===== config.mk =====
export PLATFORM = sky130hd
export DESIGN_NAME = differential_ir_proximity_detector
export DESIGN_NICKNAME = d
export VERILOG_FILES = /design/src/hw/rtl/dirpd_pkg.sv /design/src/hw/rtl/differential_ir_proximity_detector.sv
export VERILOG_INCLUDE_DIRS = /design/src /design/src/hw/rtl
export SDC_FILE = /design/constraint.sdc
export NUM_CORES = 1
export LEC_CHECK = 0
export BUFFER_PORTS_ARGS = -buffer_cell sky130_fd_sc_hd__clkbuf_2
export CAP_MARGIN = 20
export CORE_UTILIZATION = 25
export CTS_CLUSTER_SIZE = 24
export DETAILED_ROUTE_END_ITERATION = 12
export GPL_TIMING_DRIVEN = 0
export MAX_ROUTING_LAYER = met4
export PLACE_DENSITY_LB_ADDON = 0.3
export SKIP_LAST_GASP = 1
export SLEW_MARGIN = 20
export SYNTH_ARGS = -nofsm -noshare
export SYNTH_HDL_FRONTEND = slang
export SYNTH_SLANG_ARGS = --single-unit

===== constraint.sdc =====
create_clock -name clk -period 10.15 [get_ports clk]
set_input_delay 0.5075 -clock clk [delete_from_list [all_inputs] [get_ports clk]]
set_output_delay 0.5075 -clock clk [all_outputs]
set_load 0.01 [all_outputs]

===== src/hw/rtl/assert_macros.svh =====
// Assertion macros for the RTL of the proximity detector.
// Depends on nothing; the including module provides clk and rst_n.
`ifndef ASSERT_MACROS_SVH
`define ASSERT_MACROS_SVH

// Check a condition at every clock edge outside reset.
`define ASSERT_ALWAYS(lbl, cond, msg) \
    lbl: assert property (@(posedge clk) disable iff (!rst_n) (cond)) \
        else $error(msg);

// Check that a condition implies another one on the following edge.
`define ASSERT_NEXT(lbl, ante, cons, msg) \
    lbl: assert property (@(posedge clk) disable iff (!rst_n) (ante) |=> (cons)) \
        else $error(msg);

`endif


===== src/hw/rtl/dirpd_pkg.sv =====
// Package of the differential IR proximity detector: widths, register indexes,
// reset values, output levels and the result record. No dependencies.
`timescale 1ns / 1ps

package dirpd_pkg;

    localparam int DEF_SAMPLES_AVERAGED = 8;

    localparam int SAMPLE_W = 10;
    localparam int SUM_W    = 14;
    localparam int TICK_W   = 10;
    localparam int LEVEL_W  = 2;
    localparam int CFG_IDX_W = 3;

    // Configuration register indexes
    localparam logic [CFG_IDX_W-1:0] CFG_DIGITAL_MODE   = 3'd0;
    localparam logic [CFG_IDX_W-1:0] CFG_FAR_MIN_SUM    = 3'd1;
    localparam logic [CFG_IDX_W-1:0] CFG_SATURATION_SUM = 3'd2;
    localparam logic [CFG_IDX_W-1:0] CFG_RANGE_UP_SUM   = 3'd3;
    localparam logic [CFG_IDX_W-1:0] CFG_RANGE_DOWN_SUM = 3'd4;

    // Register reset values
    localparam logic [SUM_W-1:0] RST_FAR_MIN_SUM    = 14'd80;
    localparam logic [SUM_W-1:0] RST_SATURATION_SUM = 14'd6960;
    localparam logic [SUM_W-1:0] RST_RANGE_UP_SUM   = 14'd5600;
    localparam logic [SUM_W-1:0] RST_RANGE_DOWN_SUM = 14'd960;

    // Phase of the tick counter
    localparam logic [1:0] PHASE_DISCARD = 2'd0;
    localparam logic [1:0] PHASE_FAR     = 2'd1;
    localparam logic [1:0] PHASE_AMBIENT = 2'd2;
    localparam logic [1:0] PHASE_NEAR    = 2'd3;

    // Output levels
    localparam logic [LEVEL_W-1:0] LEVEL_OFF         = 2'd0;
    localparam logic [LEVEL_W-1:0] LEVEL_APPROACHING = 2'd1;
    localparam logic [LEVEL_W-1:0] LEVEL_ON          = 2'd2;
    localparam logic [LEVEL_W-1:0] LEVEL_FULL        = 2'd3;

    typedef struct packed {
        logic                near_led_on;
        logic                far_led_on;
        logic [LEVEL_W-1:0]  output_level;
        logic                high_reference;
    } result_t;

endpackage


===== src/hw/rtl/differential_ir_proximity_detector.sv =====
// Differential IR proximity detector: one sample in, one LED/level result out.
// Each result is formed combinationally from the transferred sample and registered;
// throughput 1 sample per cycle while in_ready is high (skid entry empty). A two-entry
// output buffer lets a new sample transfer while a result waits downstream.
// Asynchronous active-low reset clears rings and sums, selects high
// sensitivity and loads the startup hold of 4N+2 ticks.
`timescale 1ns / 1ps
`include "assert_macros.svh"

module differential_ir_proximity_detector #(
    parameter int SAMPLES_AVERAGED = dirpd_pkg::DEF_SAMPLES_AVERAGED
) (
    input  logic                            clk,
    input  logic                            rst_n,
    // configuration write port
    input  logic                            cfg_en,
    input  logic [dirpd_pkg::CFG_IDX_W-1:0] cfg_addr,
    input  logic [dirpd_pkg::SUM_W-1:0]     cfg_data,
    // sample channel
    input  logic                            in_valid,
    output logic                            in_ready,
    input  logic [dirpd_pkg::SAMPLE_W-1:0]  adc_sample,
    // result channel
    output logic                            out_valid,
    input  logic                            out_ready,
    output logic                            near_led_on,
    output logic                            far_led_on,
    output logic [dirpd_pkg::LEVEL_W-1:0]   output_level,
    output logic                            high_reference
);
    import dirpd_pkg::*;

    localparam int POS_W  = $clog2(SAMPLES_AVERAGED);
    localparam int HOLD_W = $clog2(4 * SAMPLES_AVERAGED + 4);
    localparam logic [POS_W-1:0]  POS_LAST    = POS_W'(SAMPLES_AVERAGED - 1);
    localparam logic [HOLD_W-1:0] START_HOLD  = HOLD_W'(4 * SAMPLES_AVERAGED + 2);
    localparam logic [HOLD_W-1:0] SWITCH_HOLD = HOLD_W'(4 * SAMPLES_AVERAGED + 3);

    // ------------------------------------------------------------------
    // Configuration registers
    // ------------------------------------------------------------------
    logic             digital_mode_reg;
    logic [SUM_W-1:0] far_min_sum_reg;
    logic [SUM_W-1:0] saturation_sum_reg;
    logic [SUM_W-1:0] range_up_sum_reg;
    logic [SUM_W-1:0] range_down_sum_reg;

    always_ff @(posedge clk or negedge rst_n)
    begin
        if (!rst_n)
        begin
            digital_mode_reg   <= 1'b0;
            far_min_sum_reg    <= RST_FAR_MIN_SUM;
            saturation_sum_reg <= RST_SATURATION_SUM;
            range_up_sum_reg   <= RST_RANGE_UP_SUM;
            range_down_sum_reg <= RST_RANGE_DOWN_SUM;
        end
        else if (cfg_en)
        begin
            case (cfg_addr)
                CFG_DIGITAL_MODE:   digital_mode_reg   <= cfg_data[0];
                CFG_FAR_MIN_SUM:    far_min_sum_reg    <= cfg_data;
                CFG_SATURATION_SUM: saturation_sum_reg <= cfg_data;
                CFG_RANGE_UP_SUM:   range_up_sum_reg   <= cfg_data;
                CFG_RANGE_DOWN_SUM: range_down_sum_reg <= cfg_data;
                default:            ; // unused indexes: drop the write
            endcase
        end
    end

    // ------------------------------------------------------------------
    // Detector state
    // ------------------------------------------------------------------
    logic [TICK_W-1:0]   tick_reg;
    logic [SAMPLE_W-1:0] far_ring_reg     [SAMPLES_AVERAGED];
    logic [SAMPLE_W-1:0] ambient_ring_reg [SAMPLES_AVERAGED];
    logic [SAMPLE_W-1:0] near_ring_reg    [SAMPLES_AVERAGED];
    logic [POS_W-1:0]    far_pos_reg, ambient_pos_reg, near_pos_reg;
    logic [SUM_W-1:0]    far_sum_reg, ambient_sum_reg, near_sum_reg;
    logic                high_sens_reg;
    logic [HOLD_W-1:0]   hold_reg;
    logic                near_led_reg, far_led_reg;
    logic [LEVEL_W-1:0]  level_reg;

    logic                in_xfer;
    logic [1:0]          phase;
    logic [TICK_W-1:0]   tick_next;
    logic [SUM_W-1:0]    far_sum_next, ambient_sum_next, near_sum_next;
    logic                high_sens_next;
    logic [HOLD_W-1:0]   hold_next;
    logic                near_led_next, far_led_next;
    logic [LEVEL_W-1:0]  level_next;
    logic [SUM_W-1:0]    adj_near, adj_far;
    logic                far_above, reading_ok;
    logic [LEVEL_W-1:0]  grade_level;
    result_t             new_result;

    assign in_xfer   = in_valid && in_ready;
    assign phase     = tick_reg[1:0];
    assign tick_next = tick_reg + 1'b1;

    // Moving sums: only the ring of the current phase takes the sample,
    // swapping its oldest reading for the new one.
    always_comb
    begin
        far_sum_next     = far_sum_reg;
        ambient_sum_next = ambient_sum_reg;
        near_sum_next    = near_sum_reg;
        near_led_next    = near_led_reg;
        far_led_next     = far_led_reg;
        case (phase)
            PHASE_DISCARD:
            begin
                far_led_next = 1'b0;
            end
            PHASE_FAR:
            begin
                far_sum_next = far_sum_reg - SUM_W'(far_ring_reg[far_pos_reg])
                               + SUM_W'(adc_sample);
                near_led_next = 1'b1;
            end
            PHASE_AMBIENT:
            begin
                ambient_sum_next = ambient_sum_reg
                                   - SUM_W'(ambient_ring_reg[ambient_pos_reg])
                                   + SUM_W'(adc_sample);
                near_led_next = 1'b0;
            end
            default:
            begin
                near_sum_next = near_sum_reg - SUM_W'(near_ring_reg[near_pos_reg])
                                + SUM_W'(adc_sample);
                far_led_next = 1'b1;
            end
        endcase
    end

    // Proximity grading on ambient-corrected sums, floored at zero.
    always_comb
    begin
        far_above   = far_sum_next > ambient_sum_next;
        adj_far     = far_above ? far_sum_next - ambient_sum_next : '0;
        adj_near    = (near_sum_next > ambient_sum_next) ?
                      near_sum_next - ambient_sum_next : '0;
        reading_ok  = far_above && (adj_far >= far_min_sum_reg);
        if (reading_ok && (adj_near >= adj_far))
            grade_level = digital_mode_reg ? LEVEL_FULL : LEVEL_ON;
        else if (!digital_mode_reg && reading_ok && ({adj_near, 1'b0} >= {1'b0, adj_far}))
            grade_level = LEVEL_APPROACHING;
        else
            grade_level = LEVEL_OFF;
    end

    // Decision: hold, range switch, saturation blink or graded level.
    always_comb
    begin
        hold_next      = hold_reg;
        high_sens_next = high_sens_reg;
        level_next     = level_reg;
        if (hold_reg != '0)
            hold_next = hold_reg - 1'b1;
        else if (high_sens_reg && (near_sum_next >= range_up_sum_reg ||
                                   far_sum_next >= range_up_sum_reg))
        begin
            high_sens_next = 1'b0;
            hold_next      = SWITCH_HOLD;
        end
        else if (!high_sens_reg && near_sum_next < range_down_sum_reg &&
                 far_sum_next < range_down_sum_reg)
        begin
            high_sens_next = 1'b1;
            hold_next      = SWITCH_HOLD;
        end
        else if (far_sum_next >= saturation_sum_reg && near_sum_next > saturation_sum_reg)
            level_next = tick_next[TICK_W-1] ? LEVEL_OFF : LEVEL_FULL;
        else
            level_next = grade_level;
    end

    assign new_result = '{near_led_on:    near_led_next,
                          far_led_on:     far_led_next,
                          output_level:   level_next,
                          high_reference: high_sens_next};

    always_ff @(posedge clk or negedge rst_n)
    begin
        if (!rst_n)
        begin
            tick_reg        <= '0;
            far_pos_reg     <= '0;
            ambient_pos_reg <= '0;
            near_pos_reg    <= '0;
            far_sum_reg     <= '0;
            ambient_sum_reg <= '0;
            near_sum_reg    <= '0;
            high_sens_reg   <= 1'b1;
            hold_reg        <= START_HOLD;
            near_led_reg    <= 1'b0;
            far_led_reg     <= 1'b0;
            level_reg       <= LEVEL_OFF;
            for (int i = 0; i < SAMPLES_AVERAGED; i++)
            begin
                far_ring_reg[i]     <= '0;
                ambient_ring_reg[i] <= '0;
                near_ring_reg[i]    <= '0;
            end
        end
        else if (in_xfer)
        begin
            tick_reg        <= tick_next;
            far_sum_reg     <= far_sum_next;
            ambient_sum_reg <= ambient_sum_next;
            near_sum_reg    <= near_sum_next;
            high_sens_reg   <= high_sens_next;
            hold_reg        <= hold_next;
            near_led_reg    <= near_led_next;
            far_led_reg     <= far_led_next;
            level_reg       <= level_next;
            case (phase)
                PHASE_FAR:
                begin
                    far_ring_reg[far_pos_reg] <= adc_sample;
                    far_pos_reg <= (far_pos_reg == POS_LAST) ? '0 : far_pos_reg + 1'b1;
                end
                PHASE_AMBIENT:
                begin
                    ambient_ring_reg[ambient_pos_reg] <= adc_sample;
                    ambient_pos_reg <= (ambient_pos_reg == POS_LAST) ?
                                       '0 : ambient_pos_reg + 1'b1;
                end
                PHASE_NEAR:
                begin
                    near_ring_reg[near_pos_reg] <= adc_sample;
                    near_pos_reg <= (near_pos_reg == POS_LAST) ? '0 : near_pos_reg + 1'b1;
                end
                default: ; // discard phase: drop the sample
            endcase
        end
    end

    // ------------------------------------------------------------------
    // Output buffer: main result register plus one skid entry, so a new
    // sample can transfer while the current result is stalled.
    // ------------------------------------------------------------------
    result_t out_data_reg, skid_data_reg;
    logic    out_valid_reg, skid_valid_reg;
    logic    out_xfer;

    assign in_ready = !skid_valid_reg;
    assign out_xfer = out_valid_reg && out_ready;

    always_ff @(posedge clk or negedge rst_n)
    begin
        if (!rst_n)
        begin
            out_valid_reg  <= 1'b0;
            skid_valid_reg <= 1'b0;
        end
        else if (out_xfer || !out_valid_reg)
        begin
            // Advance: the skid entry goes first, else the fresh result.
            if (skid_valid_reg)
            begin
                out_valid_reg  <= 1'b1;
                skid_valid_reg <= 1'b0;
            end
            else
                out_valid_reg <= in_xfer;
        end
        else if (in_xfer)
            skid_valid_reg <= 1'b1;
    end

    always_ff @(posedge clk)
    begin
        if (out_xfer || !out_valid_reg)
            out_data_reg <= skid_valid_reg ? skid_data_reg : new_result;
        else if (in_xfer)
            skid_data_reg <= new_result;
    end

    assign out_valid      = out_valid_reg;
    assign near_led_on    = out_data_reg.near_led_on;
    assign far_led_on     = out_data_reg.far_led_on;
    assign output_level   = out_data_reg.output_level;
    assign high_reference = out_data_reg.high_reference;

    // ------------------------------------------------------------------
    // Assertions
    // ------------------------------------------------------------------
    `ASSERT_ALWAYS(a_skid_behind_out, !skid_valid_reg || out_valid_reg, "skid entry without result")
    `ASSERT_NEXT(a_hold_keeps_level, in_xfer && hold_reg != '0, level_reg == $past(level_reg), "level moved during hold")
    `ASSERT_ALWAYS(a_switch_loads_hold, $stable(high_sens_reg) || hold_reg == SWITCH_HOLD, "range switch without hold reload")

endmodule

==> impl_metrics.csv, run 1 <==
group,metric,value,unit
layout,area_growth,15.1,%
clock_network,cts_buffers,45,
clock_network,post-cts-setup-buffers,0,
route,wl_per_cell,18.6,um
die,core_area,94900,sq um
global_routing,grt_pass1_wl,111000,um
synthesis,yosysSeqAreaShare,40.2,%
global_routing,grt-ovfl-total,0,
global_routing,grt_antenna_before_repair,2,
sta,slew_violations,0,
sta,fin_crit_sh,93.3,%
flow_run,maxCapViolations,0,
global_routing,grt_pass1_vias,18100,
clock_network,htree_levels,2,
sta,clock.fmax,106,MHz
critical_path,path_common_cell,"ha_1",
synthesis,netlist_area,23900,sq um
layout,drive_above_1_share,16.8,%
synthesis,synth_top_family_by_area,"compound AO/OA/AOI/OAI gates",
critical_path,critical_path_required,10580,ps
synthesis,synth_edf_count,10,
route,drtIter0Drc,1227,
sta,final-hold-violation-count,0,
critical_path,path_max_fanout,10,
critical_path,crit_path_end_kind,"flip-flop",
route,vias,17900,
die,initial_core_util,25.2,%
synthesis,ys_ff_latch,381,
sta,fin_skew,33.4,ps
route,drt_pass1_iterations,5,
critical_path,critPathSlowestCell,"fa_1",
min_path,hold_path.class,"in -> reg",
place,place.gp.congestion,0.834,
critical_path,worstSetupPathType,"reg -> reg",
synthesis,synth_nets,2652,
synthesis,synth-async-reset-ratio,97.4,%
route,drtAntennaViolNets,0,
clock_network,clk_path_buf_depth,3,
clock_network,cts.sinks,381,
layout,fin_nets,2743,
synthesis,synthMuxAreaShare,13.8,%
clock_network,cts.clk_slew.worst_paths,70,ps
synthesis,synthFlopType,"dfrtp_1",
sta,setup_viol,0,
run_status,status,"finished, final reports clean",
clock_network,cts_tree,"built",
die,pin_count,39,
global_routing,grt_usage,15.1,%
synthesis,yosysWarnings,0,
clock_network,clk_latency,610,ps
synthesis,synth_xor_area_share,2.78,%
route,routed_via_density,4.72,
layout,final_cell_mix,"dfrtp_1 (350), nand2_1 (300), o21ai_0 (228)",
route,remaining_drc_errors,0,
global_routing,grt_max_degree,90,
synthesis,syn_avg_cell_area,10.0,sq um
route,routed_wl,70400,um
synthesis,synthCells,2391,
place,io_buffers,38,
global_routing,met1_usage,20.8,%
place,hpwl,52400,um
die,die_h,311,um
die,fp.dieW,311,um
sta,fin_tns_setup,0,ps
sta,fin_crit,9470,ps
sta,tightest_slew,1170,ps
sta,slew_headroom,22.1,%
die,rows,113,
critical_path,start_kind,"flip-flop",
global_routing,grt-busiest-layer,"met2",
clock_network,ctsRootBufferMaster,"clkbuf_16",
global_routing,gr-usage-met2,24.0,%
critical_path,crit_path_max_incr_delay,480,ps
synthesis,synth_compound_area_share,13.8,%
global_routing,gr-usage-met3,1.62,%
synthesis,ys_types,89,
die,dieArea,96900,sq um
critical_path,arrival,9900,ps
layout,layout_commonest_cell,"dfrtp_1",
sta,rsz0062_at_grt,"no",
synthesis,synthSimpleGateAreaFrac,11.4,%
synthesis,yosys.area_share.adder,13.2,%
[metal layers]
metal | share of wire [%] | wire (um) | vias up
li1 | - | - | 8646
met1 | 48 | 33800 | 8848
met2 | 47 | 32900 | 301
met3 | 3.3 | 2330 | 89
met4 | 1.9 | 1370 | 0
met5 | 0 | 0 | -
[path summary, 6_finish.rpt]
check / startpoint / to / slack [ps] / depth (start not counted)
min in group asynchronous: rst_n / saturation_sum_reg[3] / 440 / 2
max in group asynchronous: rst_n / ambient_ring_reg[58] / 7990 / 5
setup / recovery: far_pos_reg[2] / output_level[0] / 680 / 34
setup reg to reg: far_pos_reg[2] / output_level[0] / 680 / 34
hold reg to reg: tick_reg[4] / tick_reg[4] / 470 / 1
hold / removal: in_valid / out_valid / 160 / 3
[cells in the mapped netlist, drive strengths merged, types with 5 or more instances]
library cell	n	share of area, %
nand2	300	4.7
o21bai	8	0.25
o21a	10	0.32
o211ai	17	0.55
a31oi	14	0.37
dfrtp	350	37
a211oi	24	0.81
mux4	35	3.3
and2	8	0.22
and3	12	0.31
o21ai	243	5.1
mux2	195	9.2
a2111oi	6	0.32
a21oi	93	1.9
nor2	102	1.6
dfstp	21	2.3
nor3b	7	0.22
edfxtp	10	1.3
nand3	34	0.75
clkbuf	80	1.3
a221oi	12	0.44
inv	204	3.2
a211o	7	0.26
nor2b	18	0.47
nand4	33	0.86
or2	5	0.13
ha	197	10
nand3b	10	0.31
xor2	27	0.99
or3	5	0.13
fa	32	2.7
xnor2	49	1.8
mux2i	31	1.3
buf	23	0.41
a21o	38	1.2
nand2b	20	0.52
a22oi	9	0.28
o22ai	5	0.13
o31ai	6	0.19
nor3	31	0.69
[cells by family after synthesis]
| logic type | count (synthesis) |
|---|---|
| AND/OR/NAND/NOR | 599 |
| adder cells (fa/ha/maj) | 233 |
| XOR/XNOR | 76 |
| buffers and inverters | 308 |
| multiplexers | 261 |
| flip-flops | 381 |
| AO/OA/AOI/OAI | 533 |
[what timing repair did]
action,CTS,global route
resized for setup,1,21
hold buffers,1,0
endpoints found under the hold margin,54,0
endpoints found under the setup margin,4,6
[layout make-up]
class	count	area, sq um
fill	9955	67400
multi-input combinational	1702	13200
sequential	381	9610
tap	1265	1580
clock buffer	66	1370
inverter	205	769
buffer	101	409
timing repair buffer	46	345
clock inverter	18	275
antenna	1	2.50
[critical path: cells and delay by family (launching register included)]
kind	cells	cell delay (ps)
AND/OR/NAND/NOR	5	900
AO/OA/AOI/OAI	14	3230
XOR/XNOR	2	310
adder cells (fa/ha/maj)	6	2130
multiplexers	3	820
buffers and inverters	4	1500
flip-flops	1	390
[per-stage QoR]
step	worst slack, ps	area (sq um)	std cells	utilization (%)	hold slack, ps
6_report	676	27500	3785	29.0	161
5_1_grt	12.4	27500	3784	29.0	165
4_1_cts	188	27500	3786	29.0	134
3_5_place_dp	-1.15	25900	3701	27.2	458
3_3_place_gp	-421	25700	3694	27.1	456
2_1_floorplan	2010	23900	2391	-	212
Power of run 1 is not shown: default switching activity piles up to over one toggle a cycle in this logic, so the estimate is an artifact.
==> run 2: changes to the inputs <==
--- a/config.mk
+++ b/config.mk
@@ -6,9 +6,10 @@
 export SDC_FILE = /design/constraint.sdc
 export NUM_CORES = 1
 export LEC_CHECK = 0
+export ABC_CLOCK_PERIOD_IN_PS = 10150
 export BUFFER_PORTS_ARGS = -buffer_cell sky130_fd_sc_hd__clkbuf_2
 export CAP_MARGIN = 20
-export CORE_UTILIZATION = 25
+export CORE_UTILIZATION = 64
 export CTS_CLUSTER_SIZE = 24
 export DETAILED_ROUTE_END_ITERATION = 12
 export GPL_TIMING_DRIVEN = 0
==> impl_metrics.csv, run 2 (synthesis results as in run 1) <==
group,metric,value,unit
sta,fin_skew,44.6,ps
critical_path,critical_path_required,10550,ps
place,hpwl,48200,um
route,vias,19100,
layout,design_area,26200,sq um
die,dieArea,38100,sq um
route,drtAntennaViolNets,0,
die,pin_count,39,
critical_path,worstSetupPathType,"reg -> reg",
global_routing,grt-ovfl-total,0,
layout,area_growth,9.72,%
die,die_h,195,um
place,place.gp.congestion,0.960,
critical_path,crit_path_end_kind,"flip-flop",
sta,fin_crit_sh,94.8,%
global_routing,grt_antenna_before_repair,0,
flow_run,maxCapViolations,0,
clock_network,cts.sinks,381,
global_routing,grt_usage,36.8,%
route,remaining_drc_errors,0,
critical_path,path_max_fanout,10,
layout,fin_nets,2744,
die,rows,70,
clock_network,ctsRootBufferMaster,"clkbuf_16",
sta,slew_violations,0,
place,placed_area,24900,sq um
place,io_buffers,38,
clock_network,post-cts-setup-buffers,0,
critical_path,start_kind,"flip-flop",
global_routing,grt_pass1_vias,19200,
sta,final-hold-violation-count,0,
clock_network,cts_buffers,41,
route,routed_via_density,6.41,
clock_network,cts_tree,"built",
layout,layout_commonest_cell,"dfrtp_1",
clock_network,cts.clk_slew.worst_paths,60,ps
critical_path,arrival,10030,ps
sta,tightest_slew,1190,ps
layout,num_antenna_cells,0,
route,wl_per_cell,22.2,um
die,initial_core_util,65.2,%
sta,setup_viol,0,
die,fp.dieW,195,um
sta,rsz0062_at_grt,"no",
layout,fill_cells,2635,
critical_path,path_common_cell,"clkbuf_1",
global_routing,grt_max_degree,97,
layout,final_cell_mix,"dfrtp_1 (350), nand2_1 (300), o21ai_0 (229)",
clock_network,clk_latency,600,ps
critical_path,critPathSlowestCell,"clkbuf_1",
clock_network,htree_levels,2,
global_routing,grt_pass1_wl,105000,um
sta,fin_crit,9630,ps
sta,clock.fmax,104,MHz
sta,fin_tns_setup,0,ps
route,drt_pass1_iterations,9,
clock_network,clk_path_buf_depth,3,
layout,drive_above_1_share,16.1,%
route,routed_wl,66100,um
route,drtIter0Drc,1712,
die,core_area,36700,sq um
run_status,status,"finished, final reports clean",
critical_path,crit_path_max_incr_delay,550,ps
min_path,hold_path.class,"in -> reg",
sta,slew_headroom,19.8,%
==> run 2: critical path: cells and delay by family (launching register included) <==
| family | cells | cell delay [ps] |
|---|---|---|
| and+or+nand+nor | 7 | 1140 |
| muxes | 2 | 520 |
| DFF | 1 | 350 |
| buffers and inverters | 6 | 1670 |
| adders and majority gates | 6 | 2070 |
| xor gates and xnor gates | 1 | 90 |
| AOI/OAI and AO/OA | 16 | 3610 |
==> run 2: cell type report <==
class | count | area (sq um) | share of cell area [%]
Buffer | 103 | 408 | 1.55
Tap cell | 468 | 586 | 2.23
Clock buffer | 56 | 1160 | 4.43
Inverter | 205 | 769 | 2.93
Timing Repair Buffer | 49 | 365 | 1.39
Multi-Input combinational cell | 1702 | 13200 | 50.2
Sequential cell | 381 | 9610 | 36.6
Clock inverter | 12 | 176 | 0.672
==> run 2: repair_timing <==
action | in CTS | in global routing
setup endpoints to repair | 0 | 6
endpoints found under the hold margin | 32 | 0
hold buffers | 1 | 0
gates resized for setup | 0 | 12
==> run 2: path summary, 6_finish.rpt <==
kind                       slack [ps]                from  depth (start not counted)                     end
max                               520  ambient_pos_reg[0]                         38         output_level[0]
min                               190        cfg_data[11]                          3  saturation_sum_reg[11]
max reg2reg                       520  ambient_pos_reg[0]                         38         output_level[0]
min reg2reg                       470         tick_reg[7]                          1             tick_reg[7]
max in group asynchronous        8510               rst_n                          4     ambient_ring_reg[6]
min in group asynchronous         400               rst_n                          2   saturation_sum_reg[3]
==> run 2: per-stage QoR <==
step	worst slack, ps	util, %	hold WS, ps	cells
CTS	469	71.4	172	2975
floorplan	2010	-	212	2391
global route	12.4	71.5	193	2976
finish	524	71.5	191	2976
detailed placement	569	67.7	450	2906
global placement	659	67.3	451	2897
==> run 2: per-layer routing <==
metal  share of wire, %  global-route usage [%]  up-vias
li1                   -                       -     8616
met1                 41                    47.2     9410
met2                 46                    56.7      796
met3                6.9                    5.72      240
met4                5.6                    19.7        0
met5                  0                       -        -
Power of run 2 is left out for the same reason.
